### config.mk
export PLATFORM = sky130hd
export DESIGN_NAME = sme_front
export DESIGN_NICKNAME = d
export VERILOG_FILES = /design/src/rtl/core/sme_pkg.sv /design/src/rtl/core/sme_front.sv
export SDC_FILE = /design/constraint.sdc
export NUM_CORES = 1
export LEC_CHECK = 0
export BUFFER_PORTS_ARGS = -buffer_cell sky130_fd_sc_hd__buf_2
export CORE_ASPECT_RATIO = 0.7
export CORE_MARGIN = 1.5
export CORE_UTILIZATION = 52
export DETAILED_ROUTE_END_ITERATION = 7
export GPL_TIMING_DRIVEN = 0
export PLACE_DENSITY = 0.74
export SYNTH_ARGS = -nofsm -noshare
export SYNTH_HDL_FRONTEND = slang
export SYNTH_SLANG_ARGS = --single-unit
export TNS_END_PERCENT = 5
### constraint.sdc
create_clock -name clk -period 3.6 [get_ports clk]
set_input_delay 0.36 -clock clk [delete_from_list [all_inputs] [get_ports clk]]
set_output_delay 0.36 -clock clk [all_outputs]
set_load 0.01 [all_outputs]
### src/rtl/core/sme_pkg.sv
// shared types, opcodes and status codes for the stack machine executor
// no dependencies
`timescale 1ns / 1ps
package sme_pkg;

  localparam int StackDepth = 256;
  localparam int AddrW = $clog2(StackDepth);
  localparam int CountW = $clog2(StackDepth + 1);

  localparam logic [7:0] OP_PUSH = 8'h01;
  localparam logic [7:0] OP_ADD  = 8'h10;
  localparam logic [7:0] OP_SUB  = 8'h11;
  localparam logic [7:0] OP_MUL  = 8'h12;
  localparam logic [7:0] OP_DIV  = 8'h13;
  localparam logic [7:0] OP_MOD  = 8'h14;
  localparam logic [7:0] OP_NEG  = 8'h15;
  localparam logic [7:0] OP_AND  = 8'h16;
  localparam logic [7:0] OP_OR   = 8'h17;
  localparam logic [7:0] OP_XOR  = 8'h18;
  localparam logic [7:0] OP_NOT  = 8'h19;
  localparam logic [7:0] OP_SHL  = 8'h1A;
  localparam logic [7:0] OP_SAR  = 8'h1B;
  localparam logic [7:0] OP_SHR  = 8'h1C;
  localparam logic [7:0] OP_EMIT = 8'h20;
  localparam logic [7:0] OP_DUP  = 8'h21;
  localparam logic [7:0] OP_DROP = 8'h22;
  localparam logic [7:0] OP_SWAP = 8'h23;
  localparam logic [7:0] OP_OVER = 8'h24;
  localparam logic [7:0] OP_EQ   = 8'h40;
  localparam logic [7:0] OP_NE   = 8'h41;
  localparam logic [7:0] OP_LT   = 8'h42;
  localparam logic [7:0] OP_LE   = 8'h43;
  localparam logic [7:0] OP_GT   = 8'h44;
  localparam logic [7:0] OP_GE   = 8'h45;
  localparam logic [7:0] OP_HALT = 8'hFF;

  localparam logic [2:0] ST_DONE    = 3'd0;
  localparam logic [2:0] ST_PRINTED = 3'd1;
  localparam logic [2:0] ST_HALTED  = 3'd2;
  localparam logic [2:0] ST_DIVZERO = 3'd3;
  localparam logic [2:0] ST_FAULT   = 3'd4;
  localparam logic [2:0] ST_BADOP   = 3'd5;
  localparam logic [2:0] ST_IGNORED = 3'd6;

  typedef struct packed {
    logic [7:0]         cmd;
    logic signed [31:0] operand;
  } in_word_t;

  typedef struct packed {
    logic [2:0]         status;
    logic signed [31:0] value;
    logic [8:0]         depth;
  } out_word_t;

  // decoded instruction handed from front to back
  typedef struct packed {
    logic [7:0]  cmd;
    logic [31:0] operand;
    logic [1:0]  need;
    logic        grow;
    logic        shrink;
    logic        known;
  } dec_t;

endpackage

### src/rtl/core/sme_front.sv
// front end: accepts words, decodes opcodes into a two-entry queue
// depends on sme_pkg
`timescale 1ns / 1ps
module sme_front (
  input  logic             clk,
  input  logic             rst,
  input  logic             push,
  output logic             full,
  input  sme_pkg::in_word_t in_word,
  output logic             dec_valid,
  output sme_pkg::dec_t    dec,
  input  logic             dec_take
);
  import sme_pkg::*;

  dec_t q [2];
  logic rd_ptr, wr_ptr;
  logic [1:0] cnt;
  dec_t d;

  always_comb begin
    d = '0;
    d.cmd = in_word.cmd;
    d.operand = in_word.operand;
    d.known = 1'b1;
    unique case (in_word.cmd)
      OP_PUSH: d.grow = 1'b1;
      OP_ADD, OP_SUB, OP_MUL, OP_DIV, OP_MOD, OP_AND, OP_OR, OP_XOR, OP_SHL, OP_SAR,
      OP_SHR, OP_EQ, OP_NE, OP_LT, OP_LE, OP_GT, OP_GE: begin
        d.need = 2'd2;
        d.shrink = 1'b1;
      end
      OP_NEG, OP_NOT: d.need = 2'd1;
      OP_EMIT, OP_DROP: begin
        d.need = 2'd1;
        d.shrink = 1'b1;
      end
      OP_DUP: begin
        d.need = 2'd1;
        d.grow = 1'b1;
      end
      OP_SWAP: d.need = 2'd2;
      OP_OVER: begin
        d.need = 2'd2;
        d.grow = 1'b1;
      end
      OP_HALT: d.need = 2'd0;
      default: d.known = 1'b0;
    endcase
  end

  assign full = cnt == 2'd2;
  assign dec_valid = cnt != 2'd0;
  assign dec = q[rd_ptr];

  always_ff @(posedge clk) begin
    if (push && !full) q[wr_ptr] <= d;
  end

  always_ff @(posedge clk) begin
    if (rst) begin
      rd_ptr <= 1'b0;
      wr_ptr <= 1'b0;
      cnt <= '0;
    end else begin
      if (push && !full) wr_ptr <= !wr_ptr;
      if (dec_take && dec_valid) rd_ptr <= !rd_ptr;
      cnt <= cnt + 2'((push && !full) ? 1 : 0) - 2'((dec_take && dec_valid) ? 1 : 0);
    end
  end

  a_cnt_bound: assert property (@(posedge clk) disable iff (rst) cnt <= 2'd2)
    else $error("queue count out of range");
  a_no_underflow: assert property (@(posedge clk) disable iff (rst)
    (cnt == 2'd0) |-> !dec_valid) else $error("valid while empty");
  a_ptrs: assert property (@(posedge clk) disable iff (rst)
    (cnt == 2'd0 || cnt == 2'd2) |-> (rd_ptr == wr_ptr)) else $error("pointer mismatch");
endmodule

# Yosys cells after proc, flatten, opt, wreduce, memory -nomap -nowiden
# Memory sizes are Yosys's and may differ from the RTL's. A register that Yosys moved wholly into a read port is not among the register bits.
# Index checks and enable logic that the tools add are counted.
# classes
addsub	2
eq_ne	27
n_mux	10
n_reduce_logical	11
# op_table
operator	count
$eq 8x5->1 const B	13
$eq 8x7->1 const B	6
$eq 8x6->1 const B	5
$reduce_or 19->1	2
$reduce_or 26->1	1
$mux 1	9
$eq 8x1->1 const B	1
$eq 8x8->1 const B	1
$reduce_or 5->1	1
$pmux 2 s2	1
$logic_not 1->1	3
$reduce_or 3->1	1
$add 2x1->2	1
$eq 2x2->1 const B	1
$logic_and 1x1->1	2
$reduce_bool 2->1	1
$sub 2x1->2	1
# totals
reg_bits	4
ramBits	90
input_bits	44
output_inout_bits	47
elab_cells	54
mem_count	1
# memory_table
memory	words	word_bits	rd	rd_ports_with_merged_regs	wr	line_no	rtl
q	2	45	1	1	1	sme_front.sv:16	dec_t q [2];

# Logic depth before layout (Yosys ltp)
# Gate-level depths: netlist of the first run.
# depth
ltp_word	6
depth_mapped	8
ltp_nobuf	8

# Worst setup path before layout of the first run
# Ideal clock, no wire load.
# synth_timing
path_type	register -> register
from	register cnt[0]
to	memory q[0][0] in the netlist's numbering, enable pin
setup_ps	447
arrival_ps	2445
required_time_ps	3153
slack_ps	707
path_stages_with_launch	4
n_path_buf	0
synth_period_minus_slack_ps	2893
cell_sequence	dfxtp_1 nand2b_1 nand2_1 nor2_1
# synth_between
elab_chain_len	5
# synth_rtl
element	line_no	rtl
start: declaration	sme_front.sv:18	logic [1:0] cnt;
start signal: assignment	sme_front.sv:68	cnt <= cnt + 2'((push && !full) ? 1 : 0) - 2'((dec_take && dec_valid) ? 1 : 0);
$eq 2x2->1	sme_front.sv:52	assign full = cnt == 2'd2;
$logic_not 1->1	sme_front.sv:57	if (push && !full) q[wr_ptr] <= d;
$logic_and 1x1->1	sme_front.sv:57	
$mux 1	sme_front.sv:57	
$mux 1 (implied by the code)	sme_front.sv:57	
end: declaration	sme_front.sv:16	
# No other way between the ends.

==> results of run 1 <==
-- through the flow --
stage	worst slack [ns]	std cells	area [um^2]	setup TNS [ns]	util (%)
global placement	-0.352	380	4220	-15.71	62.2
floorplan	0.707	196	3660	0	-
finish	1.34	398	4450	0	65.6
global route	1.20	398	4450	0	65.6
CTS	1.30	398	4450	0	65.6
detailed placement	1.69	382	4280	0	63.1
-- critical path, delay by kind of cell (launching register included) --
kind	cells	cell delay [ns]
flops	1	0.31
buf+inv	3	0.83
mux	1	0.41
-- power by group --
part           switching [uW]  total (uW)  internal [uW]
combinational             405         768            363
clock                     349         600            251
sequential               39.4        1440           1400
-- registers in the layout (all words and copies together), names as in the netlist, named ones only --
| signal | count |
|---|---|
| q | 90 |
| cnt | 2 |
| rd_ptr | 1 |
| wr_ptr | 1 |
-- area by class of cell --
type / instances / area share [%]
plain buffers: 7 / 0.675
clock buffers: 9 / 2.78
clock inverters: 7 / 1.07
inverters: 2 / 0.169
multi-input cells: 92 / 18.5
flip-flops and latches: 95 / 63.0
well taps: 94 / 2.64
repair buffers: 92 / 11.2
-- layout by cell type (no fill, tap or decap), types with 2 or more instances in the layout --
| cell | count |
|---|---|
| buf_1 | 3 |
| buf_2 | 93 |
| clkbuf_8 | 9 |
| clkinv_2 | 2 |
| clkinv_4 | 2 |
| dfxtp_1 | 5 |
| edfxtp_1 | 90 |
| ha_1 | 2 |
| inv_1 | 2 |
| mux2_2 | 46 |
| nand2_1 | 5 |
| nand2b_1 | 2 |
| nor2_1 | 7 |
| nor4_1 | 3 |
| o21ai_0 | 4 |
| xnor2_1 | 3 |
| xor2_1 | 2 |
-- per-layer routing --
metal / share of wire, % / routed length (um) / GRT usage, %
met5: 0 / 0 / 0
met4: 0.52 / 31 / 4.95
met3: 7.5 / 453 / 6.80
met2: 49 / 2960 / 28.1
met1: 43 / 2560 / 20.0
-- how the worst max path moves through the flow --
stage / startpoint / end / slack [ns] / cells past startpoint
after floorplan: cnt[0]$_SDFF_PP0_ / q[0][0]$_DFFE_PP_ / 0.71 / 3
after global placement: cnt[0]$_SDFF_PP0_ / q[0][11]$_DFFE_PP_ / -0.35 / 3
after detailed placement: flip-flop / dec[7] / 1.69 / 4
after CTS: flip-flop / dec[7] / 1.30 / 4
after global routing: flip-flop / dec[7] / 1.20 / 4
final: flip-flop / dec[42] / 1.34 / 4
-- cells by family after synthesis --
kind of cell | after synthesis
flip-flops | 95
multiplexers | 46
AND/OR/NAND/NOR | 31
buffers and inverters | 9
AO/OA/AOI/OAI | 8
XOR/XNOR | 5
adder cells (fa/ha/maj) | 2
==> key figures, run 1 <==
Yosys
  – Post-Synth XOR/XNOR Area: 1.20%
  – Most frequent cell after synthesis: edfxtp_1
  – Post-Synthesis Cells: 196
  – Mapped Avg Cell Area: 18.7 um^2
  – Ys async rst share: 0%
  – Ys Warns: 0
  – Netlist cell types: 32
  – Post-Synth Adder-Cell Area: 0.684%
  – Leading area contributor after synthesis: edfxtp_1
  – Simple logic cell fraction of the synthesized area: 4.79%
  – Compound-cell area share of the yosys netlist: 1.47%
  – Top cell types by occurrence after synthesis: edfxtp_1, mux2_2, nor2_1
  – Yosys top cell area share: 73.9%
  – Combinational family with the most area after synthesis: multiplexers
  – Yosys reg bits: 95
  – Post-Syn Nets: 242
  – Multiplexer share of the synthesized area: 14.2%
  – Mapped cell area: 0.00366 mm^2
  – Largest cells by area after synthesis: edfxtp_1, mux2_2, dfxtp_1
  – Register area share after synthesis: 76.7%
  – Ys flop type: edfxtp_1
  – Number of synthesized flops with an enable pin: 90

Power
  – Pwr Density: 631 mW/mm^2
  – Worst IR Drop VDD: 0.290 mV
  – Final total power: 2810 uW
  – Leak Pwr: 0.00167 uW

Critical path
  – R2R cell count: 4
  – Worst r2r dst: q[0][41]$_DFFE_PP_
  – CP Class: flip-flop to output pin
  – Crit-path cells: buf_2 > buf_1 > mux2_2 > buf_2
  – Crit Reg-Reg Startpoint: cnt[0]$_SDFF_PP0_
  – Startpoint types: flip-flop
  – Reg2reg setup slack: 1.73 ns
  – Worst Setup End Kind: output pin
  – Slowest stage delay, CP: 0.47 ns
  – Crit Path Max Fanout: 10
  – WP data arrival: 1.90 ns
  – CP Data Required Time: 3.24 ns
  – CP max stage cell: buf_1
  – Most frequent CP cell: buf_2

Floorplan
  – IO Pins: 91
  – Die height: 73.2 um
  – Placeable Area: 0.00679 mm^2
  – Rows: 25
  – Die W: 103 um
  – Starting density of the core: 53.9%
  – Die area: 0.00755 mm^2

Timing
  – Setup Skew: 0.00902 ns
  – Achievable Freq: 442 MHz
  – Period utilization: 62.9%
  – Final hold violation count: 0
  – RSZ-0062 raised after global routing: no
  – Max transition margin: 42.5%
  – Worst hold slack: 0.192 ns
  – Tmin final: 2.26 ns
  – Actual slew at the worst max-slew pin: 0.860 ns
  – Final Slew Violations: 0
  – Final setup vio count: 0

Drt
  – Initial DRC Count: 58
  – Wire per inst: 15.1 um
  – Pre-antenna DRT Iters: 4
  – Routed wire length: 6010 um
  – Via count: 2005
  – Vias/cell: 5.04
  – DRT antenna net count: 0
  – DRC viols: 0

Global route
  – Total track usage: 16.7%
  – Congestion Overflow GR: 0
  – Vias in the first global route: 1937
  – Initial antenna violation count: 0
  – First-pass GRT wire length: 9010 um
  – Largest net degree at the start of global routing: 37

Clock tree
  – Post-CTS Resized: 0
  – Hold-fix buffers at CTS: 0
  – Clock Tree Buf Depth: 2
  – CTS clk-pin slew, worst paths: 0.09 ns
  – TritonCTS clock tree: built
  – Setup Buffers After CTS: 0
  – Root buf cell: clkbuf_8
  – H-tree levels: 3
  – CTS Buf Count: 9
  – TritonCTS Sinks: 95
  – Worst-Skew Late Latency: 0.35 ns

Cells and area
  – Area grow syn2layout: 21.8%
  – Fin nets: 345
  – Antenna Cells: 0
  – Fillers: 507
  – Reg area: 0.00280 mm^2
  – Proportion of layout cells with a drive suffix above 1: 52.3%
  – Multi-input logic area: 825 um^2

Worst hold path
  – Min-Delay Endpoint: q[0][13]$_DFFE_PP_
  – Hold path depth: 1
  – Min-delay src: in_word[8]
  – Hold Crit Class: primary input to flip-flop

Place
  – PortBufs: 90
  – DP HPWL: 4110 um
  – Gpl congestion: 0.818

Run status
  – Outcome: finished, final reports clean

Job
  – Max Cap Viol: 0
(Power assumes the default switching activity.)
==> inputs of run 2 (changes only) <==
Clock period 3.6 ns to 2.3 ns, I/O delays scaled along.
==> run 2 against run 1 <==
  * Hold slack got worse by 0.12 ns
  * Clock power up 55%
  * Sequential power up 57%
  * Utilization decreased by 0.092 points
  * Sequential cell count unchanged
  * Non-clock buffer count is the same
  * Wire length grew 2.0%
  * Final cell count unchanged
  * Global-route usage rose by 0.41 points
  * Count of clock-buffer cells in the layout unchanged
  * Combinational power grew 55%
  * First-iteration DRC count is 33% higher
  * Largest power group unchanged
==> key figures, run 2 (synthesized netlist as in run 1, its figures left out) <==
Critical path
  – CP Class: flip-flop to output pin
  – Startpoint types: flip-flop
  – Worst Setup End Kind: output pin
  – CP Data Required Time: 2.07 ns (-1.17 ns)
  – Crit Path Max Fanout: 10 (unchanged)
  – WP data arrival: 1.88 ns (-0.02 ns)

Drt
  – Routed wire length: 6130 um (+2.0%)
  – Initial DRC Count: 77 (+33%)
  – Pre-antenna DRT Iters: 4 (unchanged)
  – Vias/cell: 5.04 (unchanged)
  – DRT antenna net count: 0 (unchanged)
  – Wire per inst: 15.4 um (+2.0%)
  – DRC viols: 0 (unchanged)
  – Via count: 2005 (unchanged)

Clock tree
  – Setup Buffers After CTS: 0 (unchanged)
  – TritonCTS Sinks: 95 (unchanged)
  – Post-CTS Resized: 0 (unchanged)
  – TritonCTS clock tree: built
  – Hold-fix buffers at CTS: 0 (unchanged)
  – H-tree levels: 3 (unchanged)
  – Worst-Skew Late Latency: 0.34 ns (about the same)
  – Root buf cell: clkbuf_8
  – CTS Buf Count: 9 (unchanged)
  – Clock Tree Buf Depth: 2 (unchanged)
  – CTS clk-pin slew, worst paths: 0.09 ns (about the same)

Global route
  – Initial antenna violation count: 0 (unchanged)
  – Total track usage: 17.1% (+0.41 points)
  – Largest net degree at the start of global routing: 28 (-24%)
  – Congestion Overflow GR: 0 (unchanged)
  – First-pass GRT wire length: 9470 um (+5.0%)
  – Vias in the first global route: 2055 (+6.1%)

Cells and area
  – Proportion of layout cells with a drive suffix above 1: 52.0% (-0.33 points)
  – Commonest non-fill, non-tap cell in the layout: buf_2
  – Area grow syn2layout: 21.6%
  – Antenna Cells: 0 (unchanged)
  – Fin cells: 398 (unchanged)
  – Fin nets: 345 (unchanged)
  – Regs by FF count: q (90), cnt (2)
  – Most frequent cells in the layout: buf_2, edfxtp_1, mux2_2, clkbuf_8, nor2_1
  – Layout Cell Area excl Fill: 0.00445 mm^2 (-0.14%)
  – Number of flip-flops under the largest register name: 90 (unchanged)
  – Biggest register: q

Timing
  – Final hold violation count: 0 (unchanged)
  – Setup Skew: 0.00428 ns (-0.00474 ns)
  – Period utilization: 91.7%
  – Tmin final: 2.11 ns
  – RSZ-0062 raised after global routing: no
  – Actual slew at the worst max-slew pin: 0.667 ns (-0.193 ns)
  – Final setup vio count: 0 (unchanged)
  – Achievable Freq: 474 MHz
  – Max transition margin: 55.4% (+13 points)
  – Final Slew Violations: 0 (unchanged)
  – Worst hold slack: 0.0717 ns (-0.120 ns)

Floorplan
  – Die W: 103 um (unchanged)
  – IO Pins: 91 (unchanged)
  – Starting density of the core: 53.9% (unchanged)
  – Die area: 0.00755 mm^2 (unchanged)
  – Die height: 73.2 um (unchanged)
  – Rows: 25 (unchanged)
  – Placeable Area: 0.00679 mm^2 (unchanged)

Power
  – Pwr Density: 984 mW/mm^2 (+56%)
  – Leak Pwr: 0.00166 uW (-0.56%)
  – Worst IR Drop VDD: 0.527 mV (+82%)

Place
  – DP HPWL: 4230 um (+3.1%)
  – Post-DP Area: 0.00427 mm^2 (-0.18%)
  – Cells after DPL: 382 (unchanged)
  – Gpl congestion: 0.776 (-5.1%)
  – PortBufs: 90 (unchanged)

Run status
  – Outcome: finished, final reports clean

Job
  – Max Cap Viol: 0 (unchanged)

Worst hold path
  – Hold Crit Class: primary input to flip-flop
run 2: changes by cell type in the layout (fill, tap and decap cells not counted), sizes merged:
cell,change
clkinv,-1
clkinvlp,+1
run 2: final timing paths:
kind	slack, ns	from	to	depth (start not counted)
worst min register to register	0.53	rd_ptr$_SDFFE_PP0P_	flip-flop	2
worst min-delay path	0.07	in_word[12]	q[1][17]$_DFFE_PP_	1
worst max-delay path	0.19	flip-flop	dec[26]	4
worst max register to register	0.54	cnt[0]$_SDFF_PP0_	q[0][13]$_DFFE_PP_	4
run 2: final cells by class:
class	count	area, um^2
buffer	7	30.0
multi-input combinational	92	825
tap	94	118
clock buffer	9	124
sequential	95	2800
inverter	2	7.51
clock inverter	7	48.8
fill	535	2340
timing repair buffer	92	490
run 2: where the power goes:
part	switching (uW)	internal, uW
logic	626	561
clock network	536	392
registers	65.7	2190
total	1230	3150
run 2: worst max-delay path, stage by stage (launching register included):
cell,delay [ns]
dfxtp_1,0.31
buf_2,0.21
buf_1,0.47
mux2_2,0.41
buf_2,0.14
run 2: through the flow:
stage               util, %  worst slack, ns  total power [uW]  setup TNS [ns]
finish                 65.5            0.191              4370               0
CTS                    65.5            0.129              4450               0
detailed placement     62.9            0.502              3510               0
global placement       62.3           -0.571              3450          -40.35
global route           65.5           0.0612              4620               0
floorplan                 -            0.154              3040               0
run 2: metal layers:
| metal | global-route usage [%] | vias up | routed length (um) |
|---|---|---|---|
| li1 | - | 969 | - |
| met1 | 20.9 | 960 | 2610 |
| met2 | 28.9 | 70 | 2990 |
| met3 | 6.90 | 6 | 481 |
| met4 | 4.05 | 0 | 43 |
| met5 | 0 | - | 0 |
